===== src/rtl/lz77_marker_byte_decoder_core_macros.svh =====
// ----------------------------------------------------------------------------
// LZ77 marker byte decoder assertion macros
// Concurrent checks on the core clock, disabled while reset is high.
// ----------------------------------------------------------------------------
`ifndef LZ77_MARKER_BYTE_DECODER_CORE_MACROS_SVH
`define LZ77_MARKER_BYTE_DECODER_CORE_MACROS_SVH

// check a property at every rising clock edge
`define LZMBD_CHECK(label, expr) \
   label: assert property (@(posedge clock) disable iff (reset) (expr)) \
      else $error("lzmbd check failed");

// check that cond is followed by expr in the next cycle
`define LZMBD_CHECK_NEXT(label, cond, expr) \
   label: assert property (@(posedge clock) disable iff (reset) (cond) |=> (expr)) \
      else $error("lzmbd sequence check failed");

`endif


===== src/rtl/lzmbd_pkg.sv =====
// ----------------------------------------------------------------------------
// lzmbd_pkg
// Shared constants, codes and the token command type of the decoder.
// ----------------------------------------------------------------------------
`default_nettype none

package lzmbd_pkg;

   localparam int WINDOW_SIZE = 4096;
   localparam int MAX_MATCH   = 64;

   localparam int PTR_W = $clog2(WINDOW_SIZE);
   localparam int CNT_W = PTR_W + 1;
   localparam int OFF_W = CNT_W;
   localparam int LEN_W = 8;
   localparam int RUN_W = $clog2(MAX_MATCH + 1);

   localparam logic [LEN_W-1:0] LEN_CAP = 8'd255;
   localparam logic [OFF_W-1:0] OFF_CAP = OFF_W'(2 * WINDOW_SIZE - 1);

   localparam logic [1:0] STAT_OK      = 2'd0;
   localparam logic [1:0] STAT_BAD_OFF = 2'd1;
   localparam logic [1:0] STAT_LONG    = 2'd2;

   localparam logic [1:0] CMD_NONE  = 2'd0;
   localparam logic [1:0] CMD_EMIT  = 2'd1;
   localparam logic [1:0] CMD_ERROR = 2'd2;
   localparam logic [1:0] CMD_COPY  = 2'd3;

   typedef struct packed {
      logic [1:0]       kind;
      logic [1:0]       status;
      logic [7:0]       data;
      logic [RUN_W-1:0] run_len;
      logic [PTR_W-1:0] offset;
   } cmd_type;

endpackage

`default_nettype wire


===== src/rtl/lzmbd_parse.sv =====
// ----------------------------------------------------------------------------
// lzmbd_parse
// Token parser: marker, escape, varint length and offset, match checks.
// ----------------------------------------------------------------------------
`default_nettype none

module lzmbd_parse import lzmbd_pkg::*; (
   input  wire logic             clock,
   input  wire logic             reset,
   input  wire logic             accept,
   input  wire logic [7:0]       in_byte,
   input  wire logic             block_start,
   input  wire logic [CNT_W-1:0] produced,
   output cmd_type               cmd
);

   localparam logic [2:0] PH_IDLE = 3'd0;
   localparam logic [2:0] PH_LIT  = 3'd1;
   localparam logic [2:0] PH_MARK = 3'd2;
   localparam logic [2:0] PH_LEN  = 3'd3;
   localparam logic [2:0] PH_OFF  = 3'd4;

   logic [2:0]       phase_ff, phase_in;
   logic [7:0]       marker_ff, marker_in;
   logic [LEN_W-1:0] len_ff, len_in;
   logic [OFF_W-1:0] off_ff, off_in;

   logic [LEN_W+6:0] len_shift;
   logic [OFF_W+6:0] off_shift;
   logic [LEN_W-1:0] len_sat;
   logic [OFF_W-1:0] off_sat;
   logic             bad_off;

   assign len_shift = {len_ff, in_byte[6:0]};
   assign off_shift = {off_ff, in_byte[6:0]};
   assign len_sat   = (len_shift > (LEN_W+7)'(LEN_CAP)) ? LEN_CAP : len_shift[LEN_W-1:0];
   assign off_sat   = (off_shift > (OFF_W+7)'(OFF_CAP)) ? OFF_CAP : off_shift[OFF_W-1:0];
   assign bad_off   = (off_sat == '0) || (off_sat > OFF_W'(WINDOW_SIZE)) ||
                      (off_sat > produced);

   always_comb begin
      phase_in    = phase_ff;
      marker_in   = marker_ff;
      len_in      = len_ff;
      off_in      = off_ff;
      cmd.kind    = CMD_NONE;
      cmd.status  = STAT_OK;
      cmd.data    = in_byte;
      cmd.run_len = len_ff[RUN_W-1:0];
      cmd.offset  = off_sat[PTR_W-1:0];
      if (block_start) begin
         marker_in = in_byte;
         len_in    = '0;
         off_in    = '0;
         phase_in  = PH_LIT;
      end else begin
         case (phase_ff)
            PH_IDLE: begin
            end
            PH_LIT: begin
               if (in_byte == marker_ff) begin
                  phase_in = PH_MARK;
               end else begin
                  cmd.kind = CMD_EMIT;
               end
            end
            PH_MARK: begin
               if (in_byte == 8'd0) begin
                  cmd.kind = CMD_EMIT;
                  cmd.data = marker_ff;
                  phase_in = PH_LIT;
               end else begin
                  len_in   = {1'b0, in_byte[6:0]};
                  off_in   = '0;
                  phase_in = in_byte[7] ? PH_LEN : PH_OFF;
               end
            end
            PH_LEN: begin
               len_in = len_sat;
               if (!in_byte[7]) begin
                  phase_in = PH_OFF;
               end
            end
            PH_OFF: begin
               off_in = off_sat;
               if (!in_byte[7]) begin
                  phase_in = PH_LIT;
                  cmd.data = 8'd0;
                  if (bad_off) begin
                     cmd.kind   = CMD_ERROR;
                     cmd.status = STAT_BAD_OFF;
                  end else if (len_ff > LEN_W'(MAX_MATCH)) begin
                     cmd.kind   = CMD_ERROR;
                     cmd.status = STAT_LONG;
                  end else if (len_ff != '0) begin
                     cmd.kind = CMD_COPY;
                  end
               end
            end
            default: begin
               phase_in = PH_IDLE;
            end
         endcase
      end
   end

   always_ff @(posedge clock) begin
      if (reset) begin
         phase_ff  <= PH_IDLE;
         marker_ff <= '0;
         len_ff    <= '0;
         off_ff    <= '0;
      end else if (accept) begin
         phase_ff  <= phase_in;
         marker_ff <= marker_in;
         len_ff    <= len_in;
         off_ff    <= off_in;
      end
   end

endmodule

`default_nettype wire


===== config.mk =====
export PLATFORM = sky130hd
export DESIGN_NAME = lzmbd_parse
export DESIGN_NICKNAME = d
export VERILOG_FILES = /design/src/rtl/lz77_marker_byte_decoder_core_macros.svh /design/src/rtl/lzmbd_pkg.sv /design/src/rtl/lzmbd_parse.sv
export SDC_FILE = /design/constraint.sdc
export NUM_CORES = 1
export LEC_CHECK = 0
export ABC_CLOCK_PERIOD_IN_PS = 5840
export BUFFER_PORTS_ARGS = -buffer_cell sky130_fd_sc_hd__clkbuf_2
export CAP_MARGIN = 20
export CORE_MARGIN = 2
export CORE_UTILIZATION = 39
export CTS_CLUSTER_SIZE = 30
export DETAILED_ROUTE_END_ITERATION = 12
export GPL_ROUTABILITY_DRIVEN = 0
export PLACE_DENSITY = 0.6
export REMOVE_ABC_BUFFERS = 1
export SETUP_SLACK_MARGIN = 0.15
export SYNTH_ARGS = -nofsm -noshare
export SYNTH_HDL_FRONTEND = slang
export SYNTH_SLANG_ARGS = --single-unit

===== constraint.sdc =====
create_clock -name clock -period 5.84 [get_ports clock]
set_input_delay 0.292 -clock clock [delete_from_list [all_inputs] [get_ports clock]]
set_output_delay 0.292 -clock clock [all_outputs]
set_load 0.05 [all_outputs]

==> results.json, run 1 <==
{
  "r2r_slack_ps": 3980,
  "num_antenna_cells": 0,
  "insertion_delay_ps": 290,
  "vias_per_cell": 5.46,
  "regArea_um2": 641,
  "grt_max_degree": 34,
  "path_class": "reg2out",
  "syn2layout_area_growth_pct": 15.2,
  "cts_resized": 0,
  "die_h_um": 80.1,
  "clk_pin_slew_worst_paths_ps": 80,
  "multi_input_area_mm2": 0.00140,
  "dp_slack_ps": 2300,
  "power.density_mw_per_mm2": 191,
  "boundaryPins": 56,
  "cts_hold_buf": 0,
  "yosys_warnings": 0,
  "power.leakage_nw": 1.14,
  "holdPathStages": 3,
  "wl_um": 6210,
  "antenna_found_initial": 0,
  "yosys.area.top_type": "dfxtp_1",
  "synth_ff_type": "dfxtp_1",
  "core_mm2": 0.00554,
  "peakVddDrop_uv": 123,
  "netlist_area_mm2": 0.00226,
  "root_buffer": "clkbuf_8",
  "rsz0062_at_grt": "no",
  "stdcell_count": 419,
  "finClkSkew_ps": 5.54,
  "syn-instance-count": 308,
  "die_w_um": 80.1,
  "startpoint_type": "flip-flop",
  "num_vias": 2289,
  "ctsLongestPathBuffers": 2,
  "hpwl_um": 4630,
  "drive_gt1_frac": 0.207,
  "start_util": 0.408,
  "setup_viol": 0,
  "holdCritStartpoint": "accept",
  "clock-sinks": 32,
  "io_buffers": 55,
  "drc": 0,
  "finalSetupTns_ps": 0,
  "wl_met1_um": 3020,
  "die_area_mm2": 0.00642,
  "grtUsageTotal": 0.201,
  "grt_pass1_wl_um": 9970,
  "critPathRequiredTime_ps": 5550,
  "reg2reg_from": "len_ff[7]",
  "p_switching_mw": 0.161,
  "ys_types": 48,
  "maxSlewHeadroom": 0.454,
  "postRouteAntennaNets": 0,
  "setup.worst_path.end_class": "output pin",
  "worstPathArrival_ps": 3560,
  "nets": 380,
  "synth_seq_cells": 32,
  "combPwrFrac": 0.191,
  "drtIter0Drc": 225,
  "hold_viol_final": 0,
  "dr_wl_met3_um": 445,
  "worst_slack_ps": 1990,
  "internal-power_mw": 0.336,
  "worstPathMaxFanout": 10,
  "stdcell_area_mm2": 0.00260,
  "cts_setup_buffers": 0,
  "synth_area_leaders": "dfxtp_1, nand2_1, a21oi_1, ha_1, nand3b_1",
  "swShare": 0.324,
  "min_to": "phase_ff[0]",
  "async_flop_share": 0,
  "netlist.area_leader.share": 0.283,
  "highest_layer": "met4",
  "grt_pass1_vias": 2067,
  "met2_length_um": 2710,
  "power.total_mw": 0.497,
  "ys_seq_area_frac": 0.283,
  "clkPwrFrac": 0.356,
  "htree_levels": 2,
  "power_frac_seq": 0.453,
  "maxCapViolations": 0,
  "finalMaxSlewViolations": 0,
  "first_pass_iters": 4,
  "reg2reg_to": "len_ff[7]",
  "rows": 27,
  "wl_per_cell_um": 14.8,
  "grt_overflow": 0,
  "cts_tree": "yes",
  "period_minus_slack_ps": 3850,
  "hold_class": "in2reg",
  "syn_avg_cell_area_um2": 7.34,
  "placed_area_mm2": 0.00251,
  "place_inst": 411,
  "tightest_slew_ps": 812,
  "timing.final.crit_share": 0.659,
  "numCtsBuffers": 5,
  "status": "complete, no violations",
  "reg2regPathDepth": 6,
  "synth_edf_count": 0,
  "fmax_mhz": 260,
  "fillCellCount": 583
}
[per-stage QoR]
step	hold WS [ps]	util
after global routing	323	0.470
after global placement	456	0.453
after detailed placement	461	0.453
final	317	0.470
after CTS	310	0.470
after floorplan	361	-
[power by group through the flow]
| stage | Sequential [mW] | Combinational, mW | Clock (mW) |
|---|---|---|---|
| final | 0.225 | 0.0949 | 0.177 |
| after CTS | 0.225 | 0.0949 | 0.180 |
| after global placement | 0.230 | 0.0944 | 0 |
| after global routing | 0.226 | 0.104 | 0.194 |
| after floorplan | 0.230 | 0.0593 | 0 |
| after detailed placement | 0.230 | 0.0944 | 0 |
[registers in the layout, summed over array words and instances (netlist names)]
register,flops
len_ff,8
marker_ff,8
off_ff,13
phase_ff,3
[cells in the mapped netlist, drive strengths merged, types with 2 or more instances]
master,n
dfxtp,32
nor2,26
xnor2,8
o31ai,15
ha,9
a22o,6
nand3b,14
nand3,6
nand4,3
nand2b,3
clkbuf,16
o21a,2
nor3b,2
nor3,9
nand2,35
or3,2
or4,8
nor4,6
and3,3
a21oi,26
mux2i,3
inv,27
buf,9
o21ai,17
nor2b,4
a31oi,3
[worst max-delay path by stage]
| stage | to | cells past startpoint | slack, ps | start |
|---|---|---|---|---|
| final | cmd[28] | 12 | 1990 | off_ff[7] |
| after global routing | cmd[28] | 12 | 1620 | off_ff[7] |
| after CTS | cmd[28] | 12 | 1970 | off_ff[7] |
| after detailed placement | cmd[28] | 12 | 2300 | off_ff[7] |
| after global placement | cmd[28] | 12 | 2380 | off_ff[7] |
| after floorplan | cmd[30] | 11 | 2210 | off_ff[7] |
[critical path, stage by stage, from the launching register on]
cell and delay [ps]:
dfxtp_1 340, nor4_1 410, nand2_1 320, nor2_1 210
inv_1 90, ha_1 320, nand4_1 130, nor2_1 120
o211ai_1 150, or4_4 560, o31ai_2 120, and3_1 230
clkbuf_2 270
[kinds of logic (layout without fill, tap and decap cells)]
kind of cell | count (synthesis) | count (layout) | share of synthesized area
DFF | 32 | 32 | 0.283
buffers and inverters | 52 | 91 | 0.0991
xor gates and xnor gates | 8 | 8 | 0.0310
and+or+nand+nor | 123 | 123 | 0.291
AOI/OAI and AO/OA | 80 | 80 | 0.228
muxes | 3 | 3 | 0.0133
adders and majority gates | 10 | 10 | 0.0543
[cells in the final DEF, fill, tap and decap left out, types with 4 or more instances in the layout]
cell and n:
a21oi_1 26, a22o_1 6, clkbuf_2 55, clkbuf_8 5, dfxtp_1 32, ha_1 9, inv_1 27, nand2_1 35
nand3_1 6, nand3b_1 14, nor2_1 26, nor2b_1 4, nor3_1 8, nor4_1 5, o21ai_0 14, o31ai_1 14
or4_1 7, xnor2_1 8
[layer usage]
layer	GRT usage	vias to the layer above
li1	-	1162
met1	0.284	1053
met2	0.309	70
met3	0.0472	4
met4	0.0441	0
met5	0	-
[cell type report]
| cell class | instances | area share |
|---|---|---|
| clock inverter | 3 | 0.00913 |
| tap | 72 | 0.0346 |
| sequential | 32 | 0.246 |
| timing repair buffer | 56 | 0.109 |
| clock buffer | 5 | 0.0264 |
| multi-input combinational | 224 | 0.536 |
| inverter | 27 | 0.0389 |
Note: power is estimated with default switching activity, not from simulation.
==> inputs of run 2 (changes only) <==
--- a/config.mk
+++ b/config.mk
@@ -5,7 +5,8 @@
 export SDC_FILE = /design/constraint.sdc
 export NUM_CORES = 1
 export LEC_CHECK = 0
-export ABC_CLOCK_PERIOD_IN_PS = 5840
+export ABC_AREA = 1
+export ABC_CLOCK_PERIOD_IN_PS = 3800
 export BUFFER_PORTS_ARGS = -buffer_cell sky130_fd_sc_hd__clkbuf_2
 export CAP_MARGIN = 20
 export CORE_MARGIN = 2
@@ -13,7 +14,7 @@
 export CTS_CLUSTER_SIZE = 30
 export DETAILED_ROUTE_END_ITERATION = 12
 export GPL_ROUTABILITY_DRIVEN = 0
-export PLACE_DENSITY = 0.6
+export PLACE_DENSITY = 0.59
 export REMOVE_ABC_BUFFERS = 1
 export SETUP_SLACK_MARGIN = 0.15
 export SYNTH_ARGS = -nofsm -noshare
==> constraint.sdc (replaced) <==
create_clock -name clock -period 3.8 [get_ports clock]
set_input_delay 0.19 -clock clock [delete_from_list [all_inputs] [get_ports clock]]
set_output_delay 0.19 -clock clock [all_outputs]
set_load 0.05 [all_outputs]
==> results.json, run 2 <==
{
  "setup_viol": 0,
  "netlist.area_leader.share": 0.281,
  "fillCellCount": 611,
  "status": "complete, no violations",
  "vias_per_cell": 5.10,
  "root_buffer": "clkbuf_8",
  "wl_um": 6070,
  "die_w_um": 80.5,
  "wl_per_cell_um": 13.2,
  "final_cell_mix": "nand2_1, clkbuf_2, inv_1",
  "rows": 27,
  "num_antenna_cells": 0,
  "finalSetupTns_ps": 0,
  "drc": 0,
  "clock-sinks": 32,
  "nets": 422,
  "synth_area_leaders": "dfxtp_1, nand2_1, inv_1, a21oi_1, nor2_1",
  "power.leakage_nw": 1.26,
  "grt_pass1_wl_um": 10100,
  "cts_resized": 0,
  "core_mm2": 0.00557,
  "synth_ff_type": "dfxtp_1",
  "async_flop_share": 0,
  "yosys.area.top_type": "dfxtp_1",
  "syn2layout_area_growth_pct": 15.8,
  "htree_levels": 2,
  "fmax_mhz": 321,
  "cts_setup_buffers": 0,
  "synthMostInstantiatedCell": "nand2_1",
  "io_buffers": 55,
  "synth_seq_cells": 32,
  "synthXorXnorAreaFrac": 0.00384,
  "timing.final.crit_share": 0.819,
  "synth-simple-area-share": 0.293,
  "critPathRequiredTime_ps": 3610,
  "synth_compound_area_frac": 0.234,
  "layout_commonest_cell": "nand2_1",
  "start_util": 0.409,
  "hold_class": "in2reg",
  "first_pass_iters": 4,
  "period_minus_slack_ps": 3110,
  "clk_pin_slew_worst_paths_ps": 70,
  "ctsLongestPathBuffers": 2,
  "postRouteAntennaNets": 0,
  "grt_overflow": 0,
  "drive_gt1_frac": 0.272,
  "ys_types": 39,
  "syn_avg_cell_area_um2": 6.70,
  "drtIter0Drc": 130,
  "grt_max_degree": 23,
  "largestRegisters": "off_ff x13, len_ff x8, marker_ff x8",
  "cts_hold_buf": 0,
  "maxCapViolations": 0,
  "die_h_um": 80.5,
  "synth_top_family_by_area": "simple AND/OR/NAND/NOR gates",
  "startpoint_type": "flip-flop",
  "synth_mux_area_frac": 0,
  "regMostFlops": "off_ff",
  "power.density_mw_per_mm2": 442,
  "synth_commonest_cells": "nand2_1, inv_1, nor2_1",
  "tightest_slew_ps": 716,
  "path_class": "reg2out",
  "boundaryPins": 56,
  "finalMaxSlewViolations": 0,
  "numCtsBuffers": 5,
  "hold_viol_final": 0,
  "synth_adder_area_share": 0.0494,
  "fin_hold_ws_ps": 233,
  "syn-instance-count": 340,
  "hpwl_um": 4760,
  "die_area_mm2": 0.00647,
  "rsz0062_at_grt": "no",
  "worstPathArrival_ps": 2920,
  "grtUsageTotal": 0.201,
  "ys_seq_area_frac": 0.281,
  "cts_tree": "yes",
  "r2r_slack_ps": 1570,
  "yosys_warnings": 0,
  "num_vias": 2349,
  "maxSlewHeadroom": 0.523,
  "largest_register_ffs": 13,
  "setup.worst_path.end_class": "output pin",
  "worstPathMaxFanout": 12,
  "synth_edf_count": 0,
  "insertion_delay_ps": 290,
  "grt_pass1_vias": 2203,
  "finClkSkew_ps": 10.1,
  "peakVddDrop_uv": 148,
  "netlist_area_mm2": 0.00228,
  "antenna_found_initial": 0
}
-- run 2: final cells by class --
class                      count  area [um^2]  area share
inverter                      58          218      0.0825
sequential                    32          641       0.243
timing repair buffer          55          275       0.104
clock inverter                 2         10.0     0.00379
multi-input combinational    236         1320       0.501
clock buffer                   6         82.6      0.0313
tap                           72         90.1      0.0341
-- run 2: final timing paths --
check	from	endpoint	cells after the start
max	off_ff[7]	cmd[29]	14
min	in_byte[1]	marker_ff[1]	3
max reg2reg	phase_ff[2]	off_ff[5]	10
min reg2reg	off_ff[7]	off_ff[7]	2
-- run 2: logic make-up (layout without fill, tap and decap cells) --
kind of cell	count (synthesis)	after routing
simple gates	142	142
compound gates	84	84
flops	32	32
fa+ha+maj	9	9
buf+inv	72	121
xor+xnor	1	1
-- run 2: report_power, final --
| part | switching (mW) | internal, mW |
|---|---|---|
| registers | 0.0158 | 0.363 |
| logic | 0.371 | 0.135 |
| clock network | 0.137 | 0.145 |
| total | 0.523 | 0.643 |
-- run 2: routing by layer --
layer	GRT usage	wire length, um	part of all wire	vias to the layer above
met1	0.256	2820	0.46	1057
met5	0	0	0	-
met3	0.0472	328	0.054	10
li1	-	-	-	1214
met4	0.0525	80	0.013	0
met2	0.338	2850	0.47	68
-- run 2: critical path: stages, from the launching register on --
cell      delay [ps]
dfxtp_1          310
nor2_1           110
nand2_1           70
nor2_2           440
nand2_1          220
ha_1             330
nand2_1           40
nor2_1           160
nand4_1          120
nor2_1           140
nand2_1           80
nand2_2          110
nand3_1           80
a21oi_1          140
clkbuf_2         300
-- run 2: through the flow --
stage | setup slack [ps] | utilization | cells | power, mW | cell area [um^2]
global route | 279 | 0.473 | 461 | 1.24 | 2640
floorplan | 583 | - | 326 | 0.769 | 2180
CTS | 665 | 0.473 | 461 | 1.17 | 2640
global placement | 1070 | 0.457 | 453 | 0.890 | 2550
finish | 689 | 0.473 | 461 | 1.17 | 2640
detailed placement | 997 | 0.457 | 453 | 0.894 | 2550
==> inputs of run 3 (changes only) <==
--- a/config.mk
+++ b/config.mk
@@ -6,7 +6,7 @@
 export NUM_CORES = 1
 export LEC_CHECK = 0
 export ABC_AREA = 1
-export ABC_CLOCK_PERIOD_IN_PS = 3800
+export ABC_CLOCK_PERIOD_IN_PS = 3200
 export BUFFER_PORTS_ARGS = -buffer_cell sky130_fd_sc_hd__clkbuf_2
 export CAP_MARGIN = 20
 export CORE_MARGIN = 2
==> constraint.sdc (replaced) <==
create_clock -name clock -period 3.2 [get_ports clock]
set_input_delay 0.16 -clock clock [delete_from_list [all_inputs] [get_ports clock]]
set_output_delay 0.16 -clock clock [all_outputs]
set_load 0.05 [all_outputs]
==> results.json, run 3 (synthesized netlist as in run 2, its figures left out) <==
{
  "largestRegisters": "off_ff x13, len_ff x8, marker_ff x8",
  "grt_pass1_vias": 2143,
  "worstPathMaxFanout": 4,
  "p_switching_mw": 0.624,
  "ctsLongestPathBuffers": 2,
  "worstPathArrival_ps": 2680,
  "place_inst": 456,
  "clkPwrFrac": 0.234,
  "path_class": "reg2out",
  "setup_viol": 0,
  "nets": 425,
  "hold_viol_final": 0,
  "wl_per_cell_um": 13.3,
  "power.leakage_nw": 1.27,
  "stdcell_area_mm2": 0.00269,
  "critPathRequiredTime_ps": 3040,
  "power_frac_seq": 0.323,
  "path_delay_family": "simple AND/OR/NAND/NOR gates",
  "num_vias": 2385,
  "finClkSkew_ps": 7.45,
  "internal-power_mw": 0.774,
  "tightest_slew_ps": 529,
  "drtIter0Drc": 128,
  "combPwrFrac": 0.443,
  "grt_overflow": 0,
  "swShare": 0.446,
  "cpPeakStageDelay_ps": 320,
  "numCtsBuffers": 5,
  "peakVddDrop_uv": 252,
  "placed_area_mm2": 0.00257,
  "final_cell_mix": "nand2_1, clkbuf_2, inv_1",
  "syn2layout_area_growth_pct": 17.9,
  "die_w_um": 80.5,
  "period_minus_slack_ps": 2840,
  "grtUsageTotal": 0.198,
  "first_pass_iters": 4,
  "die_area_mm2": 0.00647,
  "boundaryPins": 56,
  "wl_um": 6160,
  "cts_setup_buffers": 0,
  "fin_hold_ws_ps": 203,
  "layout_commonest_cell": "nand2_1",
  "rsz0062_at_grt": "no",
  "stdcell_count": 464,
  "insertion_delay_ps": 290,
  "vias_per_cell": 5.14,
  "num_antenna_cells": 0,
  "slowest_stage": "or2_2",
  "finalMaxSlewViolations": 0,
  "fmax_mhz": 352,
  "power.density_mw_per_mm2": 520,
  "postRouteAntennaNets": 0,
  "core_mm2": 0.00557,
  "timing.final.crit_share": 0.887,
  "finalSetupTns_ps": 0,
  "cts_tree": "yes",
  "setup.worst_path.end_class": "output pin",
  "startpoint_type": "flip-flop",
  "rows": 27,
  "post-route-util": 0.482,
  "clock-sinks": 32,
  "die_h_um": 80.5,
  "largest_register_ffs": 13,
  "drc": 0,
  "regMostFlops": "off_ff",
  "hpwl_um": 4760,
  "grt_pass1_wl_um": 10000,
  "maxSlewHeadroom": 0.647,
  "start_util": 0.409,
  "drive_gt1_frac": 0.291,
  "io_buffers": 55,
  "status": "complete, no violations",
  "cp.buffers_inverters": 2,
  "grt_max_degree": 23,
  "root_buffer": "clkbuf_8",
  "antenna_found_initial": 0,
  "maxCapViolations": 0,
  "clk_pin_slew_worst_paths_ps": 70,
  "htree_levels": 2,
  "cp_cell_sequence": "nor2_1, nand2_2, inv_1, nand2_1, or2_2, ha_1, nand2_1, nor2_2, nand4_1, nor2_2, nand2_1, nand2_1, nand2_2, a21oi_1, clkbuf_4",
  "path_common_cell": "nand2_1",
  "hold_class": "in2reg"
}
-- run 3: cell count changes in the layout (fill, tap and decap cells not counted), sizes merged --
cell and change:
buf +6, clkbuf -3
-- run 3: final timing paths --
path / end / cells after the start / from / slack [ps]
max: cmd[27] / 15 / off_ff[9] / 360
min: marker_ff[1] / 3 / in_byte[1] / 200
min reg2reg: marker_ff[7] / 2 / marker_ff[7] / 500
max reg2reg: off_ff[9] / 11 / phase_ff[2] / 1250
-- run 3: layout make-up --
type,count,area [um^2]
sequential,32,641
fill,592,2890
multi-input combinational,236,1340
timing repair buffer,58,308
clock buffer,6,82.6
inverter,58,218
clock inverter,2,10.0
tap,72,90.1
-- run 3: per-layer routing --
metal | vias up | global-route usage | routed length (um)
met4 | 0 | 0.0508 | 74
met3 | 11 | 0.0494 | 353
met5 | - | 0 | 0
li1 | 1218 | - | -
met1 | 1094 | 0.266 | 2860
met2 | 62 | 0.318 | 2870
-- run 3: worst register-to-register path, cell delays in order, from the launching register on --
cell and delay [ps]:
dfxtp_1 340, inv_2 80, nand2_1 70, nor2_2 200, inv_2 80, nor2_4 170, inv_2 100, a31oi_4 130
buf_4 290, inv_1 140, o21ai_0 170, nor2_1 70
-- run 3: power groups by stage --
stage	combinational, mW	clock, mW	sequential, mW
5_1_grt	0.682	0.355	0.455
2_1_floorplan	0.449	0	0.464
4_1_cts	0.611	0.332	0.451
3_3_place_gp	0.607	0	0.459
6_report	0.620	0.327	0.451
3_5_place_dp	0.609	0	0.459
-- run 3: through the flow --
stage	power, mW	setup slack, ps
3_3_place_gp	1.07	620
6_report	1.40	362
4_1_cts	1.39	206
2_1_floorplan	0.913	13.2
3_5_place_dp	1.07	530
5_1_grt	1.49	173
-- run 3: what timing repair did --
action                     CTS  global route
resized for setup            0            17
hold endpoints to repair     0             0
hold buffers                 0             0
setup endpoints to repair    0             4
